$ cat config.mk
export PLATFORM = sky130hd
export DESIGN_NAME = rjbf_queue
export DESIGN_NICKNAME = d
export VERILOG_FILES = /design/src/sv/rjbf_queue.sv
export SDC_FILE = /design/constraint.sdc
export NUM_CORES = 1
export LEC_CHECK = 0
export BUFFER_PORTS_ARGS = -buffer_cell sky130_fd_sc_hd__clkbuf_2
export CAP_MARGIN = 10
export CORE_ASPECT_RATIO = 1.5
export CORE_MARGIN = 3
export CORE_UTILIZATION = 35
export DETAILED_ROUTE_END_ITERATION = 10
export GPL_ROUTABILITY_DRIVEN = 0
export GPL_TIMING_DRIVEN = 0
export MAX_ROUTING_LAYER = met4
export PLACE_DENSITY = 0.67
export SETUP_SLACK_MARGIN = 0.4
export SLEW_MARGIN = 20
export SYNTH_ARGS = -nofsm -noshare
export SYNTH_HDL_FRONTEND = slang
export SYNTH_SLANG_ARGS = --single-unit
$ cat constraint.sdc
create_clock -name clk -period 4.3 [get_ports clk]
set_clock_uncertainty 0.1 [all_clocks]
set_input_delay 0.215 -clock clk [delete_from_list [all_inputs] [get_ports clk]]
set_output_delay 0.215 -clock clk [all_outputs]
set_load 0.005 [all_outputs]
$ cat src/sv/rjbf_queue.sv
// rjbf_queue: two-entry command queue between the front and back ends
// generic data width, no package dependency
`default_nettype none

module rjbf_queue #(
  parameter int DATA_W = 8
) (
  input  wire logic              clk,
  input  wire logic              rst_n,
  input  wire logic              push,
  input  wire logic [DATA_W-1:0] push_data,
  output logic                   push_ready,
  input  wire logic              pop,
  output logic                   pop_valid,
  output logic [DATA_W-1:0]      pop_data
);

  logic [DATA_W-1:0] slot_r [2];
  logic              wr_ptr_r, wr_ptr_nxt;
  logic              rd_ptr_r, rd_ptr_nxt;
  logic [1:0]        count_r, count_nxt;
  logic              do_push, do_pop;

  assign push_ready = count_r != 2'd2;
  assign pop_valid  = count_r != 2'd0;
  assign pop_data   = slot_r[rd_ptr_r];
  assign do_push    = push && push_ready;
  assign do_pop     = pop && pop_valid;

  always_comb begin
    wr_ptr_nxt = do_push ? ~wr_ptr_r : wr_ptr_r;
    rd_ptr_nxt = do_pop ? ~rd_ptr_r : rd_ptr_r;
    count_nxt  = count_r;
    if (do_push && !do_pop) begin
      count_nxt = count_r + 2'd1;
    end else if (do_pop && !do_push) begin
      count_nxt = count_r - 2'd1;
    end
  end

  always_ff @(posedge clk) begin
    if (!rst_n) begin
      wr_ptr_r <= 1'b0;
      rd_ptr_r <= 1'b0;
      count_r  <= '0;
    end else begin
      wr_ptr_r <= wr_ptr_nxt;
      rd_ptr_r <= rd_ptr_nxt;
      count_r  <= count_nxt;
    end
  end

  always_ff @(posedge clk) begin
    if (do_push) begin
      slot_r[wr_ptr_r] <= push_data;
    end
  end

endmodule

`default_nettype wire

==> impl_results.md <==
- Worst-Skew Late Latency: 0.30 ns
- DP HPWL: 949 um
- Initial DRC count: 9
- DR DRC count: 0
- Crit path DAT: 1.85 ns
- Global-route wire length before repair: 2130 um
- Number of global-route vias before repair: 497
- Synth Flop Type: edfxtp_1
- Combinational share of power: 31.3%
- Crit-path max cell delay: 0.37 ns
- Cells after Synth: 50
- Netlist cell types: 17
- Leak Pwr: 0.427 nW
- Async S/R FF share, synth: 0%
- Cts hold-fix bufs: 0
- Crit path required time: 4.44 ns
- Core area: 0.00210 mm^2
- PD cells: 517 mW/mm^2
- Synth Register Bits: 21
- Avg Cell Area, Syn: 16.2 um^2
- Worst slew pin tran: 0.389 ns
- Syn nets: 63
- CP max stage cell: dfxtp_1
- Pre-antenna DRT Iters: 4
- Net Sw Frac: 28.6%
- Setup slack, reg-to-reg: 2.59 ns
- Num CTS Buffers: 3
- Final #Nets: 96
- Pint: 0.384 mW
- Sequential Power Share: 51.5%
- Post-synth top cells: 16 x edfxtp_1, 8 x mux2_2, 5 x dfxtp_1, 3 x nor2_1, 3 x xor2_1
- Min cycle time layout: 1.71 ns
- CTS tree: built
- Crit-path cells: nand2b_4 -> and2_1 -> ha_1 -> or3_1 -> a21oi_1
- P&R area growth vs syn: 28.3%
- Avg WL per Cell: 12.7 um
- DRT antenna net count: 0
- Final Max Tran Viols: 0
- Chip height: 64.9 um
- Crit. End Element: flop
- H-Tree Level Count: 1
- Clock network power share: 17.2%
- Switching pwr: 0.154 mW
- Worst hold path type: in2reg
- Vias: 487
- N_diodes: 0
- Buf+Inv Stages, Crit Path: 0
- Worst slew margin: 74.1%
- RSZ-0062 raised after global routing: false
- Largest net degree at the start of global routing: 12
- Max Clock Freq: 584 MHz
- Max FO, Critical Path: 5
- Grt ovf: 0
- DIE AREA: 0.00294 mm^2
- Starting Density: 38.5%
- Initial antenna violation count: 0
- Post-synth EDFFs: 16
- Root buf cell: clkbuf_4
- Sink Count: 21
- Area of the mapped netlist: 810 um^2
- Clock Pin Slew Worst Setup and Hold Paths: 0.11 ns
- Synth Warn #: 0
- Routed WL: 1320 um
- Largest delay share family, worst path: simple AND/OR/NAND/NOR gates
- Post-layout util: 49.4%
- Outcome: finished, final reports clean
- Final period utilization: 39.8%
- Die Span X: 45.3 um
- Gr usage total: 10.3%
- # setup viols final: 0
- Buffer levels on the longest clock path: 2
- Largest area contributor in the netlist: edfxtp_1
- I/O Pins: 22
- Main area contributors after synthesis: edfxtp_1 59%, dfxtp_1 12%, mux2_2 11%
- Num rows: 20
- Peak supply drop: 0.264 mV
- Count leader, synth: edfxtp_1
- CP Class: reg2reg
- Fin. Hold Viols: 0
- CP startpoint kind: flop
- Top-area cell type share of the netlist area: 59.4%
- Total setup buffers inserted after CTS: 0
- Vias/cell: 4.68
- Port buffer count: 21
- Share of cells above drive strength 1: 43.9%
- Setup tns final: 0 ns
- Max Cap Viol: 0
- Post-CTS Resized: 0
- Sequential share of the synthesized area: 71.7%
## layout by cell type (no fill, tap or decap), drive strengths merged
| master | n |
|---|---|
| clkbuf | 25 |
| edfxtp | 16 |
| mux2 | 8 |
| dlygate4sd3 | 7 |
| dfxtp | 5 |
| xor2 | 3 |
| nor2 | 3 |
| o21ai | 2 |
| inv | 2 |
| a21oi | 2 |
| nand2b | 1 |
| and2 | 1 |
| buf | 1 |
| or2 | 1 |
| and3 | 1 |
| nand3b | 1 |
| a21bo | 1 |
| or3 | 1 |
| ha | 1 |
## kinds of logic (layout without fill, tap and decap cells)
kind of cell               Yosys count  in the layout  synth area share [%]
DFF                                 21             21                  71.7
AOI/OAI and AO/OA                    5              5                  3.71
adders and majority gates            1              1                  1.55
muxes                                8              8                  11.1
and+or+nand+nor                      9              9                  7.11
buffers and inverters                3             35                  1.55
xor gates and xnor gates             3              3                  3.25
## power by group through the flow
stage	clock (mW)	combinational, mW	sequential, mW
after floorplan	0	0.110	0.276
after global placement	0	0.158	0.277
after detailed placement	0	0.165	0.281
after CTS	0.0921	0.167	0.277
after global routing	0.103	0.187	0.280
final	0.0924	0.168	0.277
## sequential cells by signal, indices dropped and copies added (netlist names), named ones only
signal / cells
slot_r: 16
count_r: 2
rd_ptr_r: 1
wr_ptr_r: 1
## worst paths after layout
path | from | to | depth (start not counted)
worst max-delay path | count_r[0] | count_r[1] | 5
worst min-delay path | push_data[2] | slot_r[1][2] | 1
worst max register to register | count_r[0] | count_r[1] | 5
worst min register to register | rd_ptr_r | rd_ptr_r | 2
## routing by layer
metal	GRT usage, %	part of all wire (%)
met1	10.7	42
met2	17.0	49
met3	2.78	6.6
met4	5.49	1.9
met5	-	0
## worst register-to-register path, cell delays in order (launching register included)
cell      delay [ns]
dfxtp_1         0.37
nand2b_4        0.18
and2_1          0.16
ha_1            0.33
or3_1           0.37
a21oi_1         0.14
## metrics by stage
stage / hold WS [ns] / setup WS, ns / instance area, um^2 / std cells / power, mW
after floorplan: 0.214 / 2.70 / 810 / 50 / 0.386
after global placement: 0.305 / 2.67 / 942 / 93 / 0.436
after detailed placement: 0.313 / 2.62 / 942 / 93 / 0.446
after CTS: 0.00413 / 2.59 / 968 / 97 / 0.536
after global routing: 0.000292 / 2.50 / 1040 / 104 / 0.571
final: 0.0173 / 2.59 / 1040 / 104 / 0.537
## cell type report
type / count / area (um^2)
sequential: 21 / 581
fill: 194 / 1060
tap: 22 / 27.5
inverter: 2 / 7.51
timing repair buffer: 28 / 175
clock buffer: 4 / 26.3
multi-input combinational: 26 / 216
buffer: 1 / 5.00
Note: power is estimated with default switching activity, not from simulation.
