## src/sv/rjbf_pkg.sv

```systemverilog
// rjbf_pkg: shared types and codes for the region join build filter
// row kinds, queue command kinds, configuration register indexes, back-end states
// no dependencies
`default_nettype none

package rjbf_pkg;

  // row kind carried on in_op
  localparam logic [1:0] OP_NATION   = 2'd0;
  localparam logic [1:0] OP_SUPPLIER = 2'd1;
  localparam logic [1:0] OP_CUSTOMER = 2'd2;
  localparam logic [1:0] OP_ORDER    = 2'd3;

  // configuration register indexes
  localparam logic [1:0] CFG_TARGET_REGION = 2'd0;
  localparam logic [1:0] CFG_WINDOW_START  = 2'd1;
  localparam logic [1:0] CFG_WINDOW_END    = 2'd2;

  // result map selector
  localparam logic MAP_SUPPLIER = 1'b0;
  localparam logic MAP_ORDER    = 1'b1;

  // nation code stored for a customer with no mapping
  localparam logic [5:0] NATION_NONE = 6'h3f;

  typedef enum logic [1:0] {
    CMD_MARK,
    CMD_SUPPLIER,
    CMD_CUSTOMER,
    CMD_ORDER
  } cmd_kind_t;

  typedef struct packed {
    cmd_kind_t   kind;
    logic [30:0] key;
  } cmd_head_t;

  localparam int CMD_HEAD_W = $bits(cmd_head_t);

  typedef enum logic {
    ST_CLEAR,
    ST_RUN
  } back_state_t;

endpackage

`default_nettype wire

```

## src/sv/rjbf_front.sv

```systemverilog
// rjbf_front: configuration registers and row classification
// turns accepted rows into back-end commands and drops rows that can have no effect
// depends on rjbf_pkg
`default_nettype none

module rjbf_front #(
  parameter int NATION_CAPACITY   = 32,
  parameter int CUSTOMER_CAPACITY = 262144
) (
  input  wire logic                                   clk,
  input  wire logic                                   rst_n,
  input  wire logic                                   cfg_we,
  input  wire logic [1:0]                             cfg_index,
  input  wire logic [31:0]                            cfg_data,
  input  wire logic                                   in_valid,
  output logic                                        in_ready,
  input  wire logic [1:0]                             in_op,
  input  wire logic signed [31:0]                     in_row_key,
  input  wire logic signed [31:0]                     in_row_region,
  input  wire logic signed [31:0]                     in_row_nation,
  input  wire logic signed [31:0]                     in_order_customer,
  input  wire logic signed [31:0]                     in_order_day,
  input  wire logic                                   q_ready,
  input  wire logic                                   hold,
  output logic                                        q_push,
  output rjbf_pkg::cmd_head_t                         q_head,
  output logic [$clog2(NATION_CAPACITY)-1:0]          q_nation,
  output logic [$clog2(CUSTOMER_CAPACITY)-1:0]        q_cust
);
  import rjbf_pkg::*;

  localparam int NIW = $clog2(NATION_CAPACITY);
  localparam int CIW = $clog2(CUSTOMER_CAPACITY);

  logic [7:0]         target_region_r, target_region_nxt;
  logic signed [31:0] win_start_r, win_start_nxt;
  logic signed [31:0] win_end_r, win_end_nxt;

  always_comb begin
    target_region_nxt = target_region_r;
    win_start_nxt     = win_start_r;
    win_end_nxt       = win_end_r;
    if (cfg_we) begin
      case (cfg_index)
        CFG_TARGET_REGION: target_region_nxt = cfg_data[7:0];
        CFG_WINDOW_START:  win_start_nxt     = cfg_data;
        CFG_WINDOW_END:    win_end_nxt       = cfg_data;
        default: ;
      endcase
    end
  end

  always_ff @(posedge clk) begin
    if (!rst_n) begin
      target_region_r <= '0;
      win_start_r     <= '0;
      win_end_r       <= '0;
    end else begin
      target_region_r <= target_region_nxt;
      win_start_r     <= win_start_nxt;
      win_end_r       <= win_end_nxt;
    end
  end

  // negative values read as huge unsigned numbers, so one compare covers both bounds
  logic key_nat_ok, row_nat_ok, key_cust_ok, ord_cust_ok;
  logic region_hit, key_nonneg, day_ok, keep;

  assign key_nat_ok  = $unsigned(in_row_key) < 32'(NATION_CAPACITY);
  assign row_nat_ok  = $unsigned(in_row_nation) < 32'(NATION_CAPACITY);
  assign key_cust_ok = $unsigned(in_row_key) < 32'(CUSTOMER_CAPACITY);
  assign ord_cust_ok = $unsigned(in_order_customer) < 32'(CUSTOMER_CAPACITY);
  assign region_hit  = $unsigned(in_row_region) == {24'd0, target_region_r};
  assign key_nonneg  = ~in_row_key[31];
  assign day_ok      = (in_order_day >= win_start_r) && (in_order_day < win_end_r);

  always_comb begin
    keep        = 1'b0;
    q_head.kind = CMD_MARK;
    q_head.key  = in_row_key[30:0];
    q_nation    = in_row_nation[NIW-1:0];
    q_cust      = in_row_key[CIW-1:0];
    case (in_op)
      OP_NATION: begin
        keep        = key_nat_ok && region_hit;
        q_head.kind = CMD_MARK;
        q_nation    = in_row_key[NIW-1:0];
      end
      OP_SUPPLIER: begin
        keep        = key_nonneg && row_nat_ok;
        q_head.kind = CMD_SUPPLIER;
      end
      OP_CUSTOMER: begin
        keep        = key_cust_ok && row_nat_ok;
        q_head.kind = CMD_CUSTOMER;
      end
      OP_ORDER: begin
        keep        = key_nonneg && day_ok && ord_cust_ok;
        q_head.kind = CMD_ORDER;
        q_cust      = in_order_customer[CIW-1:0];
      end
      default: keep = 1'b0;
    endcase
  end

  assign in_ready = q_ready && !hold;
  assign q_push   = in_valid && in_ready && keep;

endmodule

`default_nettype wire

```

## config.mk

```make
export PLATFORM = sky130hd
export DESIGN_NAME = rjbf_front
export DESIGN_NICKNAME = d
export VERILOG_FILES = /design/src/sv/rjbf_pkg.sv /design/src/sv/rjbf_front.sv
export SDC_FILE = /design/constraint.sdc
export NUM_CORES = 1
export LEC_CHECK = 0
export BUFFER_PORTS_ARGS = -buffer_cell sky130_fd_sc_hd__buf_2
export CAP_MARGIN = 20
export CORE_MARGIN = 4
export CORE_UTILIZATION = 50
export CTS_CLUSTER_DIAMETER = 100
export DETAILED_ROUTE_END_ITERATION = 10
export GPL_TIMING_DRIVEN = 0
export HOLD_SLACK_MARGIN = 0.1
export PLACE_DENSITY = 0.86
export SYNTH_ARGS = -nofsm -noshare
export SYNTH_HDL_FRONTEND = slang
export SYNTH_SLANG_ARGS = --single-unit
```

## constraint.sdc

```tcl
create_clock -name clk -period 4.3 [get_ports clk]
set_input_delay 0.86 -clock clk [delete_from_list [all_inputs] [get_ports clk]]
set_output_delay 0.86 -clock clk [all_outputs]
set_load 0.01 [all_outputs]
```

==> impl_metrics.json <==
{
  "ir_worst_vdd_mv": 0.214,
  "fin_area_um2": 6830,
  "whs_ns": 0.465,
  "n_fill_cell": 868,
  "hold_buffers": 0,
  "setup_viol_count_final": 0,
  "clk_path_buf_depth": 2,
  "status": "finished clean",
  "worstRegToRegCells": 2,
  "drt-pass1-iter-count": 5,
  "slew_violations": 0,
  "fin_ws_ns": 0.486,
  "dp_slack_ns": 0.621,
  "cts.sinks": 72,
  "netlist.area_leader.share_pct": 27.9,
  "ys_async_sr_fraction_pct": 0,
  "yosysUniqueCellTypes": 44,
  "finalSetupTns_ns": 0,
  "yosysMostFrequentCell": "nand2_1",
  "wirelength_mm": 17.9,
  "grt_setup_unrepaired": "false",
  "reg2reg_from": "win_end_r[30]",
  "post_cts_buffers": 0,
  "synth_area_leaders": "dfxtp_1 28%, ha_1 16%, nand2_1 10%",
  "syn_inst": 648,
  "clk_latency_ns": 0.35,
  "grt_pass1_wl_mm": 26.0,
  "synth-edff-count": 0,
  "layout-drive-gt1-share_pct": 35.8,
  "synth_compound_area_share_pct": 15.9,
  "min_from": "win_start_r[30]",
  "io_buffers": 258,
  "dieArea_um2": 12000,
  "synth-seq-cells": 72,
  "avgSynthCellArea_um2": 7.98,
  "cts_resized": 0,
  "place.gp.congestion": 0.884,
  "cp.required_ns": 3.44,
  "fin_skew_ns": 0,
  "initial_utilization_pct": 52.2,
  "fin_crit_sh_pct": 88.7,
  "synth_mux_area_share_pct": 6.75,
  "row_count": 36,
  "area_delta_synth_final_pct": 32.1,
  "cts_buffers": 9,
  "synth_area_um2": 5170,
  "cts-root-buf": "clkbuf_8",
  "ios": 260,
  "die_h_um": 110,
  "nets": 1186,
  "cellLeakagePower_nw": 3.02,
  "hold_path_depth": 2,
  "hold_class": "flip-flop to flip-flop",
  "critPathLaunchType": "input port",
  "slew_headroom_pct": 58.0,
  "worst_slew_pin_slew_ns": 0.614,
  "place_inst": 1039,
  "ant_nets": 0,
  "cap_violations": 0,
  "powerDensity_nw_per_um2": 245,
  "finalHoldViolCount": 0,
  "placed_cell_area_um2": 6630,
  "core_um2": 9910,
  "yosys-top-cells-count": "141 x nand2_1, 72 x dfxtp_1, 67 x ha_1",
  "clk_pin_slew_ns": 0.07,
  "dr_total_vias": 5509,
  "h-tree-depth": 3,
  "wl_per_cell_um": 16.9,
  "syn_nets": 917,
  "grtUsageTotal_pct": 28.3,
  "grt_start_max_net_pins": 13,
  "fmax_mhz": 262,
  "synth_top_family_by_area": "simple AND/OR/NAND/NOR gates",
  "die_x_um": 110,
  "cts_tree": "done",
  "cp-startpoint": "in_order_day[21]",
  "ys_warn_count": 0,
  "drc": 0,
  "hpwl_mm": 14.8,
  "crit_path_end_kind": "output pin",
  "grt_overflow_total": 0,
  "grt_pass1_vias": 5286,
  "netlist.top_cell.by_area": "dfxtp_1",
  "crit_arrival_ns": 2.95,
  "synth_simple_gate_area_share_pct": 20.6,
  "path_max_fanout": 2,
  "final.min_clock_period_ns": 3.81,
  "stdcell_count": 1056,
  "drtIter0Drc": 321,
  "antenna_found_initial": 1,
  "viasPerCell": 5.22,
  "path_class": "input port to output pin",
  "synth_flop_cell": "dfxtp_1",
  "synthXorXnorAreaFrac_pct": 1.52,
  "synth_fa_ha_area_share_pct": 16.2,
  "synth-seq-area-share_pct": 27.9
}
-- critical path, cell delays in order --
cell	delay [ns]
buf_2	0.11
ha_1	0.31
a21o_1	0.18
nand3_1	0.09
a211oi_1	0.08
a2111oi_0	0.59
mux2i_1	0.29
o21bai_1	0.10
o22ai_1	0.16
buf_2	0.17
-- placed cells by master, fill, tap and decap left out, drive strengths merged, types with 9 or more instances in the layout --
cell / Yosys / layout
nor2b: 10 / 10
clkbuf: 25 / 36
a21oi: 21 / 21
mux2: 23 / 23
mux2i: 9 / 9
a21boi: 65 / 65
dfxtp: 72 / 72
nand2: 141 / 141
nor2: 12 / 12
buf: 32 / 290
o21ai: 9 / 9
nand4: 16 / 16
ha: 67 / 67
nor4: 22 / 22
inv: 66 / 66
-- through the flow --
stage / utilization [%] / power [mW]
6_report: 68.9 / 1.67
2_1_floorplan: - / 0.931
5_1_grt: 68.9 / 1.75
4_1_cts: 68.9 / 1.67
3_5_place_dp: 66.9 / 1.14
3_3_place_gp: 66.9 / 1.13
-- path summary, 6_finish.rpt --
path         slack [ns]               to
max                0.49           q_push
min                0.46  win_start_r[30]
max reg2reg        3.61    win_end_r[30]
min reg2reg        0.46  win_start_r[30]
-- sequential cells by signal, summed over array words and instances (netlist names) --
name	cells
target_region_r	8
win_end_r	32
win_start_r	32
-- logic make-up (layout without fill, tap and decap cells) --
group,Yosys count,in the layout
adders and majority gates,67,67
muxes,32,32
DFF,72,72
and+or+nand+nor,227,227
AOI/OAI and AO/OA,118,118
xor gates and xnor gates,9,9
other,0,1
buffers and inverters,123,397
-- report_power, final --
part / switching [mW] / leakage [nW] / internal, mW
registers: 0.0117 / 0.585 / 0.689
logic: 0.222 / 2.34 / 0.210
clock network: 0.259 / 0.0993 / 0.283
-- metal layers --
layer	global-route usage (%)	vias up	wire (um)
met5	0	-	0
met4	11.2	0	559
met3	5.93	47	1440
met2	49.9	239	8760
met1	33.3	2503	7110
li1	-	2720	-
-- final cells by class --
type	count	area (um^2)	share of cell area, %
antenna	1	2.50	0.0367
tap	133	166	2.44
inverter	66	248	3.63
clock buffer	11	141	2.07
buffer	57	330	4.84
clock inverter	5	56.3	0.825
timing repair buffer	258	1290	18.9
multi-input combinational	453	3150	46.1
sequential	72	1440	21.1
Note: power is estimated with default switching activity, not from simulation.
